`src/rtl/rotation_matrix_to_quaternion_top_macros.svh`:
```
// Assertion macros shared by the rotation matrix to quaternion RTL.
// No dependencies; included by the files that carry assertions.
`ifndef ROTATION_MATRIX_TO_QUATERNION_TOP_MACROS_SVH
`define ROTATION_MATRIX_TO_QUATERNION_TOP_MACROS_SVH
`ifndef SYNTH
`define RMQ_ASSERT(lbl, clk, rstn, prop) \
  lbl: assert property (@(posedge clk) disable iff (!rstn) (prop)) \
    else $error("rmq assertion failed");
`define RMQ_ASSERT_NEXT(lbl, clk, rstn, ante, cons) \
  lbl: assert property (@(posedge clk) disable iff (!rstn) (ante) |=> (cons)) \
    else $error("rmq assertion failed");
`else
`define RMQ_ASSERT(lbl, clk, rstn, prop)
`define RMQ_ASSERT_NEXT(lbl, clk, rstn, ante, cons)
`endif
`endif

```
`src/rtl/rmq_pkg.sv`:
```
// Package for the rotation matrix to quaternion block: widths, codes and the
// classified item type. No dependencies.
package rmq_pkg;

  localparam int FRAC_BITS   = 14;
  localparam int ONE         = 1 << FRAC_BITS;
  localparam int RAD_W       = 17;   // radicand, at most 114687
  localparam int S_W         = 16;   // square root, at most 46340
  localparam int NUM_W       = 17;   // signed off-diagonal sums and differences
  localparam int DEN_W       = S_W + 1;
  localparam int QB          = 16;   // quotient bits below the overflow limit
  localparam int REM_W       = DEN_W + 1;
  localparam int N_W         = 32;
  localparam int QUEUE_DEPTH = 2;
  localparam int CNT_W       = 2;

  // Component that receives half the root; COMP_W marks the positive-trace case.
  typedef enum logic [1:0] {
    COMP_X,
    COMP_Y,
    COMP_Z,
    COMP_W
  } comp_e;

  typedef struct packed {
    comp_e                   hsel;
    logic [RAD_W-1:0]        rad;
    logic signed [NUM_W-1:0] n0;
    logic signed [NUM_W-1:0] n1;
    logic signed [NUM_W-1:0] n2;
  } cls_t;

  typedef struct packed {
    logic full;
    logic nonempty;
  } qstat_t;

endpackage

```
`src/rtl/rmq_queue.sv`:
```
// Two-entry queue between the front end and the arithmetic back end.
// Depends on rmq_pkg and the assertion macro header.
`include "rotation_matrix_to_quaternion_top_macros.svh"
module rmq_queue (
  input  logic             clk_i,
  input  logic             rst_ni,
  input  logic             push_i,
  input  rmq_pkg::cls_t    data_i,
  input  logic             pop_i,
  output rmq_pkg::cls_t    data_o,
  output rmq_pkg::qstat_t  qstat_o
);
  import rmq_pkg::*;

  cls_t             ent_q [QUEUE_DEPTH];
  logic             wr_ptr_q, rd_ptr_q;
  logic [CNT_W-1:0] cnt_q, cnt_d;

  always_comb begin
    cnt_d = cnt_q;
    if (push_i && !pop_i) cnt_d = cnt_q + CNT_W'(1);
    if (pop_i && !push_i) cnt_d = cnt_q - CNT_W'(1);
  end

  always_ff @(posedge clk_i or negedge rst_ni) begin
    if (!rst_ni) begin
      wr_ptr_q <= 1'b0;
      rd_ptr_q <= 1'b0;
      cnt_q    <= '0;
    end else begin
      if (push_i) wr_ptr_q <= ~wr_ptr_q;
      if (pop_i)  rd_ptr_q <= ~rd_ptr_q;
      cnt_q <= cnt_d;
    end
  end

  always_ff @(posedge clk_i) begin
    if (push_i) ent_q[wr_ptr_q] <= data_i;
  end

  assign data_o           = ent_q[rd_ptr_q];
  assign qstat_o.full     = (cnt_q == CNT_W'(QUEUE_DEPTH));
  assign qstat_o.nonempty = (cnt_q != '0);

  `RMQ_ASSERT(a_cnt_bound, clk_i, rst_ni, cnt_q <= CNT_W'(QUEUE_DEPTH))
  `RMQ_ASSERT(a_pop_nonempty, clk_i, rst_ni, pop_i |-> cnt_q != '0)
  `RMQ_ASSERT(a_push_room, clk_i, rst_ni, push_i |-> cnt_q != CNT_W'(QUEUE_DEPTH))

endmodule

```
`config.mk`:
```
export PLATFORM = sky130hd
export DESIGN_NAME = rmq_queue
export DESIGN_NICKNAME = d
export VERILOG_FILES = /design/src/rtl/rmq_pkg.sv /design/src/rtl/rmq_queue.sv
export VERILOG_INCLUDE_DIRS = /design/src /design/src/rtl
export SDC_FILE = /design/constraint.sdc
export NUM_CORES = 1
export LEC_CHECK = 0
export BUFFER_PORTS_ARGS = -buffer_cell sky130_fd_sc_hd__buf_2
export CORE_UTILIZATION = 45
export DETAILED_ROUTE_END_ITERATION = 8
export GPL_TIMING_DRIVEN = 0
export PLACE_DENSITY = 0.82
export SYNTH_ARGS = -nofsm -noshare
export SYNTH_HDL_FRONTEND = slang
export SYNTH_SLANG_ARGS = --single-unit
```
`constraint.sdc`:
```
create_clock -name clk_i -period 7.5 [get_ports clk_i]
set_input_delay 1.125 -clock clk_i [delete_from_list [all_inputs] [get_ports clk_i]]
set_output_delay 1.125 -clock clk_i [all_outputs]
set_load 0.03 [all_outputs]
```
Word-level counts from Yosys, hierarchy flattened
Memory sizes are Yosys's and may differ from the RTL's.
Cells that the tools add are included.
Word-level totals
  register bits after elaboration: 4
  memory bits (writable): 140
  bits of input ports: 74
  output and inout port bits: 72
  word-level logic and storage cells: 19
  memories: 1
Memories
  ent_q: depth 2, bits a word 70, read ports 1, clocked after Yosys merged registers in 0, wr ports 1, line rmq_queue.sv:15  | cls_t ent_q [QUEUE_DEPTH];
Cells by class
  add/subtract/negate cells: 2
  equality and inequality tests: 1
  muxes and demuxes: 4
  bitwise operators: 2
  reductions and logical operators: 6
Operators by type and width (number)
  $mux 2: 2
  $reduce_bool 2->1: 2
  $add 2x1->2 const B: 1
  $eq 2x2->1 const B: 1
  $logic_and 1x1->1: 2
  $logic_not 1->1: 2
  $mux 1: 2
  $not 1->1: 2
  $sub 2x1->2 const B: 1

Logic depth before layout (Yosys ltp)
  word-level depth: 4
  gate-level depth with buffers: 5
  gate-level depth less buffers: 5

Worst setup path after synthesis
OpenSTA, ideal clock, no wires.
  kind: input to register
  start: in push_i
  end: mem ent_q[0][0] (netlist name) (enable)
  library setup time: 0.498 ns
  arrival time: 4.085 ns
  required time: 7.002 ns
  slack: 2.916 ns
  stages: 2
  path buffers: 0
  path through: inv_1 nor2_1
Between the ends
  word-level cells in the longest chain between the ends: 2
Ends and longest elaborated chain
  start, declared: line rmq_queue.sv:7  | input logic push_i,
  $mux 1: line rmq_queue.sv:38  | if (push_i) ent_q[wr_ptr_q] <= data_i;
  $mux 1 (implied by the code): line rmq_queue.sv:38
  end, declared: line rmq_queue.sv:15
Every way passes these cells.

==> out/qor.csv <==
stage,metric,value,unit
grt,grt_max_degree,40,
timing,min_period,2.75,ns
synthesis,synth.largest_area_cell,edfxtp_1,
pwr,powerDensity,443,nW/µm²
hold_path,hp-class,register to register,
clock_tree,cts_tree,done,
setup_path,cp-startpoint,rd_ptr_q,
clock_tree,postCtsSetupBuffers,0,
setup_path,worst-path-buf-inv,3,
grt,grt_first_pass_wirelength,14100,µm
drt,wirelength,9240,µm
clock_tree,h-tree-depth,4,
synthesis,synth_edf_count,140,
setup_path,critical_path_arrival,1.62,ns
clock_tree,clockBufferDepth,2,
outcome,status,"complete, no violations",
clock_tree,cts_made_buffers,17,
floorplanning,num_rows,40,
pwr,ir_drop,276,µV
timing,fin_crit_sh,36.7,%
drt,vias_per_cell,4.67,
synthesis,async_flop_share,2.78,%
setup_path,cp-start-kind,register,
pwr,pwr-share-clk,29.5,%
pwr,p_leak,2.97,nW
synthesis,netlist_area,5590,µm²
synthesis,ys_ff_latch,144,
finish,nFillCells,889,
synthesis,synth_area_leaders,"edfxtp_1 75%, mux2_4 19%, buf_12 2.5%",
synthesis,synth-main-ff-cell,edfxtp_1,
pwr,pwr-share-seq,34.6,%
timing,hold_ws,0.489,ns
setup_path,path_cells,"buf_6, buf_12, mux2_4, buf_2",
grt,grt_pass1_vias,2885,
floorplanning,coreArea,12100,µm²
synthesis,synth.most_common_cell,edfxtp_1,
timing,rsz0062_at_grt,false,
timing,setup_tns,0,ns
place,place_hpwl,6290,µm
finish,syn_to_final_growth,30.2,%
synthesis,yosys.area.top_type_share,75.2,%
floorplanning,die_y,113,µm
finish,finalNetCount,476,
clock_tree,path_clk_slew,0.06,ns
timing,tightest_slew,0.467,ns
setup_path,worst_ep_required_time,6.38,ns
place,gp_congestion,0.643,
timing,drv_slew,0,
run,max-cap-violations,0,
floorplanning,start_util,46.3,%
pwr,p_sw_share,31.3,%
clock_tree,clock_sinks,144,
synthesis,synth.distinct_cells,14,
timing,setup_violations,0,
setup_path,crit_path_top_delay_cell,dfrtp_1,
clock_tree,cts_root_buf,clkbuf_16,
grt,grt.total_usage,15.2,%
floorplanning,io_pins,146,
synthesis,synth.avg_cell_area,23.9,µm²
clock_tree,clock_insertion_delay_worst_skew,0.41,ns
timing,hold_violations,0,
drt,dr.pass1.iters,4,
finish,drive_gt1_share,62.6,%
drt,wl_per_cell,15.9,µm
grt,antenna_found_initial,0,
drt,first_iter_violations,93,
grt,grt.overflow.total,0,
setup_path,crit_family,buffers and inverters,
synthesis,ys_seq_area_share,77.0,%
drt,drcViolationCount,0,
setup_path,cp_max_fo,10,
setup_path,r2r-start,wr_ptr_q,
drt,ant_nets,0,
floorplanning,die_area,12900,µm²
clock_tree,post_cts_resized,0,
pwr,internal-power,2.21,mW
hold_path,min_from,cnt_q[1],
pwr,finalPower,3.22,mW
synthesis,syn_nets,309,
setup_path,cp-end-kind,primary output,
timing,fmax,364,MHz
synthesis,synth_common_cells,"140 x edfxtp_1, 69 x mux2_4, 7 x buf_12, 4 x dfrtp_1, 3 x xor2_1",
setup_path,critPathKind,register to primary output,
drt,vias,2719,
floorplanning,die_x,113,µm
place,portBuffers,145,
finish,n_antenna_cell,0,
pwr,p_comb_share,36.0,%
synthesis,postSynthCellCount,234,
timing,slew_headroom,68.8,%
timing,clock_skew,0.00690,ns
pwr,switchingPower,1.01,mW
clock_tree,hold_buffers,0,
setup_path,critical_path.max_stage_delay,0.33,ns
synthesis,yosys_warnings,0,
[state kept, by name, indices dropped and copies added, names as in the netlist]
register,flops
cnt_q,2
ent_q,140
rd_ptr_q,1
wr_ptr_q,1
[through the flow]
step / setup WS [ns] / util, % / area (µm²) / instances
6_report: 4.75 / 60.3 / 7270 / 582
5_1_grt: 4.69 / 60.3 / 7270 / 582
4_1_cts: 4.72 / 60.3 / 7270 / 582
3_5_place_dp: 5.15 / 54.7 / 6600 / 550
3_3_place_gp: 1.35 / 54.1 / 6530 / 547
2_1_floorplan: 2.92 / - / 5590 / 234
[cell families after synthesis]
family                   Yosys count  synth area share (%)
flip-flops                       144                  77.0
AND/OR/NAND/NOR                    5                 0.470
adder cells (fa/ha/maj)            1                 0.224
buffers and inverters              9                  2.78
multiplexers                      70                  18.7
XOR/XNOR                           5                 0.784
[path summary, 6_finish.rpt]
kind                                     end  slack [ns]  cells past startpoint
worst min-delay path                cnt_q[1]        0.49                      1
max in group asynchronous           wr_ptr_q        6.87                      1
worst min register to register      cnt_q[1]        0.49                      1
worst max-delay path              data_o[47]        4.75                      4
worst max register to register  ent_q[1][20]        5.96                      2
min in group asynchronous           cnt_q[1]        0.50                      1
[power groups by stage]
stage | Combinational, mW | Clock [mW] | Sequential (mW)
after floorplan | 0.906 | 0 | 1.13
after global placement | 1.14 | 0 | 1.14
after detailed placement | 1.18 | 0 | 1.13
after CTS | 1.18 | 0.968 | 1.12
after global routing | 1.22 | 1.00 | 1.13
final | 1.16 | 0.950 | 1.11
[metal layers]
metal	track usage [%]	vias to the layer above	share of wire, %	routed length (µm)
li1	-	1265	-	-
met1	17.2	1343	41	3780
met2	25.7	94	52	4770
met3	4.73	17	5.5	510
met4	8.16	0	1.9	180
met5	0	-	0	0
[area by class of cell]
type	count	area, µm²	area share [%]
inverter	1	3.75	0.0516
clock inverter	10	205	2.82
clock buffer	22	474	6.52
multi-input combinational	81	1140	15.7
buffer	8	151	2.08
tap	168	210	2.89
sequential	144	4300	59.2
timing repair buffer	148	786	10.8
[layout by cell type (no fill, tap or decap), types with 3 or more instances in the layout]
cell type,n
buf_12,10
buf_2,145
bufinv_16,6
clkbuf_16,17
clkbuf_8,3
dfrtp_1,4
edfxtp_1,140
mux2_4,69
xor2_1,3
Power figures use the tool's default switching activity.
