`src/rtl/rotation_matrix_to_quaternion_top_macros.svh`:
```
// Assertion macros shared by the rotation matrix to quaternion RTL.
// No dependencies; included by the files that carry assertions.
`ifndef ROTATION_MATRIX_TO_QUATERNION_TOP_MACROS_SVH
`define ROTATION_MATRIX_TO_QUATERNION_TOP_MACROS_SVH
`ifndef SYNTH
`define RMQ_ASSERT(lbl, clk, rstn, prop) \
  lbl: assert property (@(posedge clk) disable iff (!rstn) (prop)) \
    else $error("rmq assertion failed");
`define RMQ_ASSERT_NEXT(lbl, clk, rstn, ante, cons) \
  lbl: assert property (@(posedge clk) disable iff (!rstn) (ante) |=> (cons)) \
    else $error("rmq assertion failed");
`else
`define RMQ_ASSERT(lbl, clk, rstn, prop)
`define RMQ_ASSERT_NEXT(lbl, clk, rstn, ante, cons)
`endif
`endif

```
`src/rtl/rmq_pkg.sv`:
```
// Package for the rotation matrix to quaternion block: widths, codes and the
// classified item type. No dependencies.
package rmq_pkg;

  localparam int FRAC_BITS   = 14;
  localparam int ONE         = 1 << FRAC_BITS;
  localparam int RAD_W       = 17;   // radicand, at most 114687
  localparam int S_W         = 16;   // square root, at most 46340
  localparam int NUM_W       = 17;   // signed off-diagonal sums and differences
  localparam int DEN_W       = S_W + 1;
  localparam int QB          = 16;   // quotient bits below the overflow limit
  localparam int REM_W       = DEN_W + 1;
  localparam int N_W         = 32;
  localparam int QUEUE_DEPTH = 2;
  localparam int CNT_W       = 2;

  // Component that receives half the root; COMP_W marks the positive-trace case.
  typedef enum logic [1:0] {
    COMP_X,
    COMP_Y,
    COMP_Z,
    COMP_W
  } comp_e;

  typedef struct packed {
    comp_e                   hsel;
    logic [RAD_W-1:0]        rad;
    logic signed [NUM_W-1:0] n0;
    logic signed [NUM_W-1:0] n1;
    logic signed [NUM_W-1:0] n2;
  } cls_t;

  typedef struct packed {
    logic full;
    logic nonempty;
  } qstat_t;

endpackage

```
`src/rtl/rmq_front.sv`:
```
// Front end: accepts an item and classifies it (trace sign, pivot, radicand,
// numerators). Depends on rmq_pkg.
module rmq_front (
  input  logic [8:0][15:0]  m_i,
  input  logic              in_valid_i,
  input  rmq_pkg::qstat_t   qstat_i,
  output logic              push_o,
  output rmq_pkg::cls_t     cls_o
);
  import rmq_pkg::*;

  function automatic logic signed [18:0] sx(logic [15:0] v);
    return signed'({{3{v[15]}}, v});
  endfunction

  assign push_o = in_valid_i && !qstat_i.full;

  always_comb begin : p_cls
    logic signed [18:0] d00, d01, d02, d10, d11, d12, d20, d21, d22;
    logic signed [18:0] tr, one, rads, a0, a1, a2;
    comp_e              sel;
    d00 = sx(m_i[0]); d01 = sx(m_i[1]); d02 = sx(m_i[2]);
    d10 = sx(m_i[3]); d11 = sx(m_i[4]); d12 = sx(m_i[5]);
    d20 = sx(m_i[6]); d21 = sx(m_i[7]); d22 = sx(m_i[8]);
    one = signed'(19'(ONE));
    tr  = d00 + d11 + d22;
    if (tr > 0) begin
      sel  = COMP_W;
      rads = tr + one;
    end else begin
      sel = COMP_X;
      if (d11 > d00) sel = COMP_Y;
      if ((sel == COMP_X && d22 > d00) || (sel == COMP_Y && d22 > d11)) sel = COMP_Z;
      rads = '0;
    end
    unique case (sel)
      COMP_W: begin
        a0 = d12 - d21; a1 = d20 - d02; a2 = d01 - d10;
      end
      COMP_X: begin
        rads = d00 - (d11 + d22) + one;
        a0 = d12 - d21; a1 = d01 + d10; a2 = d02 + d20;
      end
      COMP_Y: begin
        rads = d11 - (d22 + d00) + one;
        a0 = d20 - d02; a1 = d12 + d21; a2 = d10 + d01;
      end
      COMP_Z: begin
        rads = d22 - (d00 + d11) + one;
        a0 = d01 - d10; a1 = d20 + d02; a2 = d21 + d12;
      end
      default: begin
        a0 = '0; a1 = '0; a2 = '0;
      end
    endcase
    // Even a non-rotation input cannot make the radicand negative; this clamp is a guard.
    if (rads < 0) rads = '0;
    cls_o.hsel = sel;
    cls_o.rad  = rads[RAD_W-1:0];
    cls_o.n0   = a0[NUM_W-1:0];
    cls_o.n1   = a1[NUM_W-1:0];
    cls_o.n2   = a2[NUM_W-1:0];
  end

endmodule

```
`config.mk`:
```
export PLATFORM = sky130hd
export DESIGN_NAME = rmq_front
export DESIGN_NICKNAME = d
export VERILOG_FILES = /design/src/rtl/rotation_matrix_to_quaternion_top_macros.svh /design/src/rtl/rmq_pkg.sv /design/src/rtl/rmq_front.sv
export SDC_FILE = /design/constraint.sdc
export NUM_CORES = 1
export LEC_CHECK = 0
export BUFFER_PORTS_ARGS = -buffer_cell sky130_fd_sc_hd__buf_2
export CAP_MARGIN = 5
export CORE_ASPECT_RATIO = 0.7
export CORE_MARGIN = 4
export CORE_UTILIZATION = 55
export DETAILED_ROUTE_END_ITERATION = 8
export GPL_TIMING_DRIVEN = 0
export PLACE_DENSITY = 0.82
export SLEW_MARGIN = 20
export SYNTH_ARGS = -nofsm -noshare
export SYNTH_HDL_FRONTEND = slang
export SYNTH_SLANG_ARGS = --single-unit
```
`constraint.sdc`:
```
create_clock -name vclk -period 7.9
set_clock_uncertainty 0.05 [all_clocks]
set_input_delay 0.395 -clock vclk [all_inputs]
set_output_delay 0.395 -clock vclk [all_outputs]
set_load 0.01 [all_outputs]
```
; After elaboration in Yosys (flattened, before gate mapping)
; Cells that the tools add are included.
[classes]
add_sub_neg = 17
n_lt_le_gt_ge = 5
n_eq_ne = 4
n_mux = 10
n_reduce_logical = 8
[op_table]
columns = op, n
row1 = 17-bit one-hot mux with 4 select lines, 2
row2 = 16-bit by 16-bit adder with 17-bit output, 6
row3 = "18-bit by 16-bit adder with 19-bit output, second input constant", 4
row4 = 19-bit one-hot mux with 3 select lines, 1
row5 = 16-bit by 17-bit subtractor with 18-bit output, 3
row6 = 17-bit one-hot mux with 3 select lines, 1
row7 = 16-bit by 16-bit subtractor with 17-bit output, 3
row8 = 16-bit > comparator, 3
row9 = "19-bit by 1-bit < comparator with 1-bit output, second input constant", 1
row10 = 19-bit two-way mux, 1
row11 = 17-bit by 16-bit adder with 18-bit output, 1
row12 = "18-bit by 1-bit > comparator with 1-bit output, second input constant", 1
row13 = 17-bit two-way mux, 1
row14 = 2-bit two-way mux, 3
row15 = "2-bit by 1-bit == test with 1-bit output, second input constant", 2
row16 = "2-bit == test, second input constant", 2
row17 = 2-bit logical NOT, 2
row18 = 1-bit logical AND, 3
row19 = 2-bit OR reduction, 1
row20 = 1-bit logical NOT, 1
row21 = 1-bit logical OR, 1
row22 = 1-bit two-way mux, 1
[totals]
register_bits = 0
in_bits = 147
out_inout_bits = 71
wordCells = 44

; Logic depth before layout (Yosys ltp)
[depth]
depth_word = 13
depth_mapped = 37
mapped_depth_nobuf = 34

; Least setup slack after synthesis
; Ideal clock, no wire load.
[synth_path]
path_type = input to output
from = input port m_i[0] in the netlist's numbering
to = output port cls_o[55] in the netlist's numbering
arrival_time_ns = 7.090
required_time_ns = 7.455
path_slack_ns = 0.365
cell_stages = 34
path_buffers = 3
path_cell_list = ha_1 -> inv_1 -> fa_1 -> o21bai_1 -> a21oi_1 -> o21bai_1 -> a21oi_1 -> o21ba_2 -> o211ai_1 -> a2111oi_0 -> nor2_1 -> xnor2_1 -> ha_1 -> nand2_1 -> or4b_1 -> nand3b_1 -> xor2_1 -> ha_1 -> nand3b_1 -> nor4_1 -> nand4_1 -> o41a_1 -> or3_1 -> buf_2 -> buf_6 -> nor2_1 -> ha_1 -> inv_1 -> a221oi_1 -> a21oi_1 -> o211ai_1 -> clkbuf_1 -> nor2_1 -> mux2_1
[synth_lines]
columns = element, line_no
row1 = start: declaration, rmq_front.sv:4  ; input logic [8:0][15:0] m_i,
row2 = end: declaration, rmq_front.sv:8  ; output rmq_pkg::cls_t cls_o

==> results.toml <==
[status]
status = "complete, no violations"

[layout]
fillers = 1977
drive_gt1_share_pct = 18.9
final_common_cell = "ha_1"
design.seq.count = 0
fin_nets = 2427
instances_no_fill = 2239
nClkBuffers = 0
area_delta_synth_final_pct = 19.0
final_cell_mix = "ha_1 (299), buf_2 (209), inv_1 (201), a21oi_1 (115), nor2_1 (111)"
multi_input_area_um2 = 12000
seq_area_um2 = 0

[yosys]
ys_warn_count = 0
synth_compound_area_share_pct = 26.2
synth_area_per_cell_um2 = 7.58
synthMuxAreaShare_pct = 3.39
yosysSeqAreaShare_pct = 0
synth.area.top_cells = "ha_1 (31%), fa_1 (6.8%), xnor2_1 (6.6%)"
syn_nets = 2170
synth_top_family_by_area = "adder cells"
synth_xor_area_share_pct = 8.85
syn_area_um2 = 12700
yosysTopAreaCell = "ha_1"
synth_fa_ha_area_share_pct = 37.4
synthesis.instances = 1670
synth-simple-area-share_pct = 15.9
synth_top_area_share_pct = 30.6
yosysUniqueCellTypes = 79

[grt]
grt_usage_pct = 31.9
antenna_found_initial = 4
grt_max_degree = 15
grt_overflow = 0
grt_pass1_wl_um = 66700
grt_pass1_vias = 12800

[die]
start_util_pct = 56.0
core.rowCount = 46
dieArea_um2 = 25600
die_width_um = 189
die_h_um = 135
io_pins = 218
core_area_um2 = 22600

[timing]
rsz0062_at_grt = "yes"
worstMarginPinSlew_ns = 1.14
fin_crit_sh_pct = 99.1
fmax_ghz = 0.128
finalCriticalPeriod_ns = 7.83
hold_viol = 0
slew_headroom_pct = 22.7
drv_slew = 0
setup_viol = 0

[worst_setup_path]
critPathMaxStageDelay_ns = 0.52
slowest_stage = "or4b_4"
path_max_fanout = 8
cp.required_ns = 7.46
cp.arrival_ns = 7.39
crit_type = "input port to output pin"
path_common_cell = "ha_4"
crit_path_start = "m_i[65]"
cp-start-kind = "input port"
end_kind = "output pin"

[routing]
drt-wirelength-per-cell_um = 19.7
drt_wl_total_um = 44000
drtAntennaViolNets = 0
vias_per_cell = 6.10
drt_iter0_markers = 1724
vias = 13700
first_pass_iters = 9
drc = 0

[hold_path]
hold_path.startpoint = "qstat_i[1]"
worst_hold_path_type = "input port to output pin"

[place]
hpwl_um = 36500
port_buffers = 217
dp_cells = 2199
routabilityCongestion = 0.982

[power_and_ir_drop]
total_power_uw = 2520
worst_ir_drop_vdd_uv = 135
power.density_nw_per_um2 = 167
total_leakage_power_uw = 0.00738

[flow_run]
cap_violations = 0
-- critical path: cells and delay by family --
kind / cells / cell delay, ns
compound gates: 11 / 2.36
xor+xnor: 2 / 0.40
fa+ha+maj: 4 / 1.01
buf+inv: 8 / 1.17
mux: 1 / 0.09
simple gates: 8 / 1.91
-- synth_stat cells, drive strengths merged, types with 28 or more instances --
cell type,count
ha,310
clkbuf,51
a21oi,120
nor2,113
fa,43
xor2,32
o21ai,81
o21a,28
nand2,68
nor2b,41
xnor2,96
nor3,36
inv,208
-- metal layers --
metal,vias to the layer above,routed length (um),track usage (%)
met4,6,642,3.90
met2,698,18000,48.0
met3,66,5140,7.24
met5,-,32,0
met1,6399,20200,47.9
li1,6486,-,-
-- kinds of logic (layout without fill, tap and decap cells) --
logic type                 count (synthesis)  in the layout
other                                      0              2
AOI/OAI and AO/OA                        479            479
xor gates and xnor gates                 128            128
and+or+nand+nor                          397            397
buffers and inverters                    273            528
muxes                                     40             40
adders and majority gates                353            353
-- cell type report --
cell class / instances / share of cell area, %
multi-input combinational: 1397 / 80.0
timing repair buffer: 258 / 9.86
inverter: 210 / 5.34
tap: 312 / 2.59
buffer: 60 / 2.21
antenna: 2 / 0.0332
-- where the power goes --
group,switching [uW],internal [uW]
Clock,0,0.000215
Combinational,1460,1060
Sequential,0,0
Total,1460,1060
-- what timing repair did --
| item | in CTS | in global routing |
|---|---|---|
| setup buffers | 22 | 19 |
| hold endpoints to repair | 0 | 0 |
| pin swaps | 19 | 40 |
| hold buffers | 0 | 0 |
| endpoints found under the setup margin | 69 | 68 |
| resized for setup | 70 | 92 |
-- worst paths after layout --
check                  endpoint  slack (ns)  cells after the start
worst max-delay path  cls_o[67]        0.07                     34
worst min-delay path     push_o        0.98                      3
-- stage by stage --
stage / area, um^2 / TNS, ns / hold slack [ns] / worst slack (ns) / utilization, %
finish: 15100 / 0 / 0.984 / 0.0687 / 66.6
detailed placement: 14100 / -131.52 / 0.984 / -2.29 / 62.5
floorplan: 12700 / 0 / 0.786 / 0.365 / -
global placement: 14100 / -145.95 / 0.969 / -2.45 / 62.5
global route: 15100 / -1.30 / 0.995 / -0.126 / 66.6
CTS: 14500 / 0 / 0.984 / 0.00633 / 64.3
No activity file was read; power rests on OpenSTA's default activity.
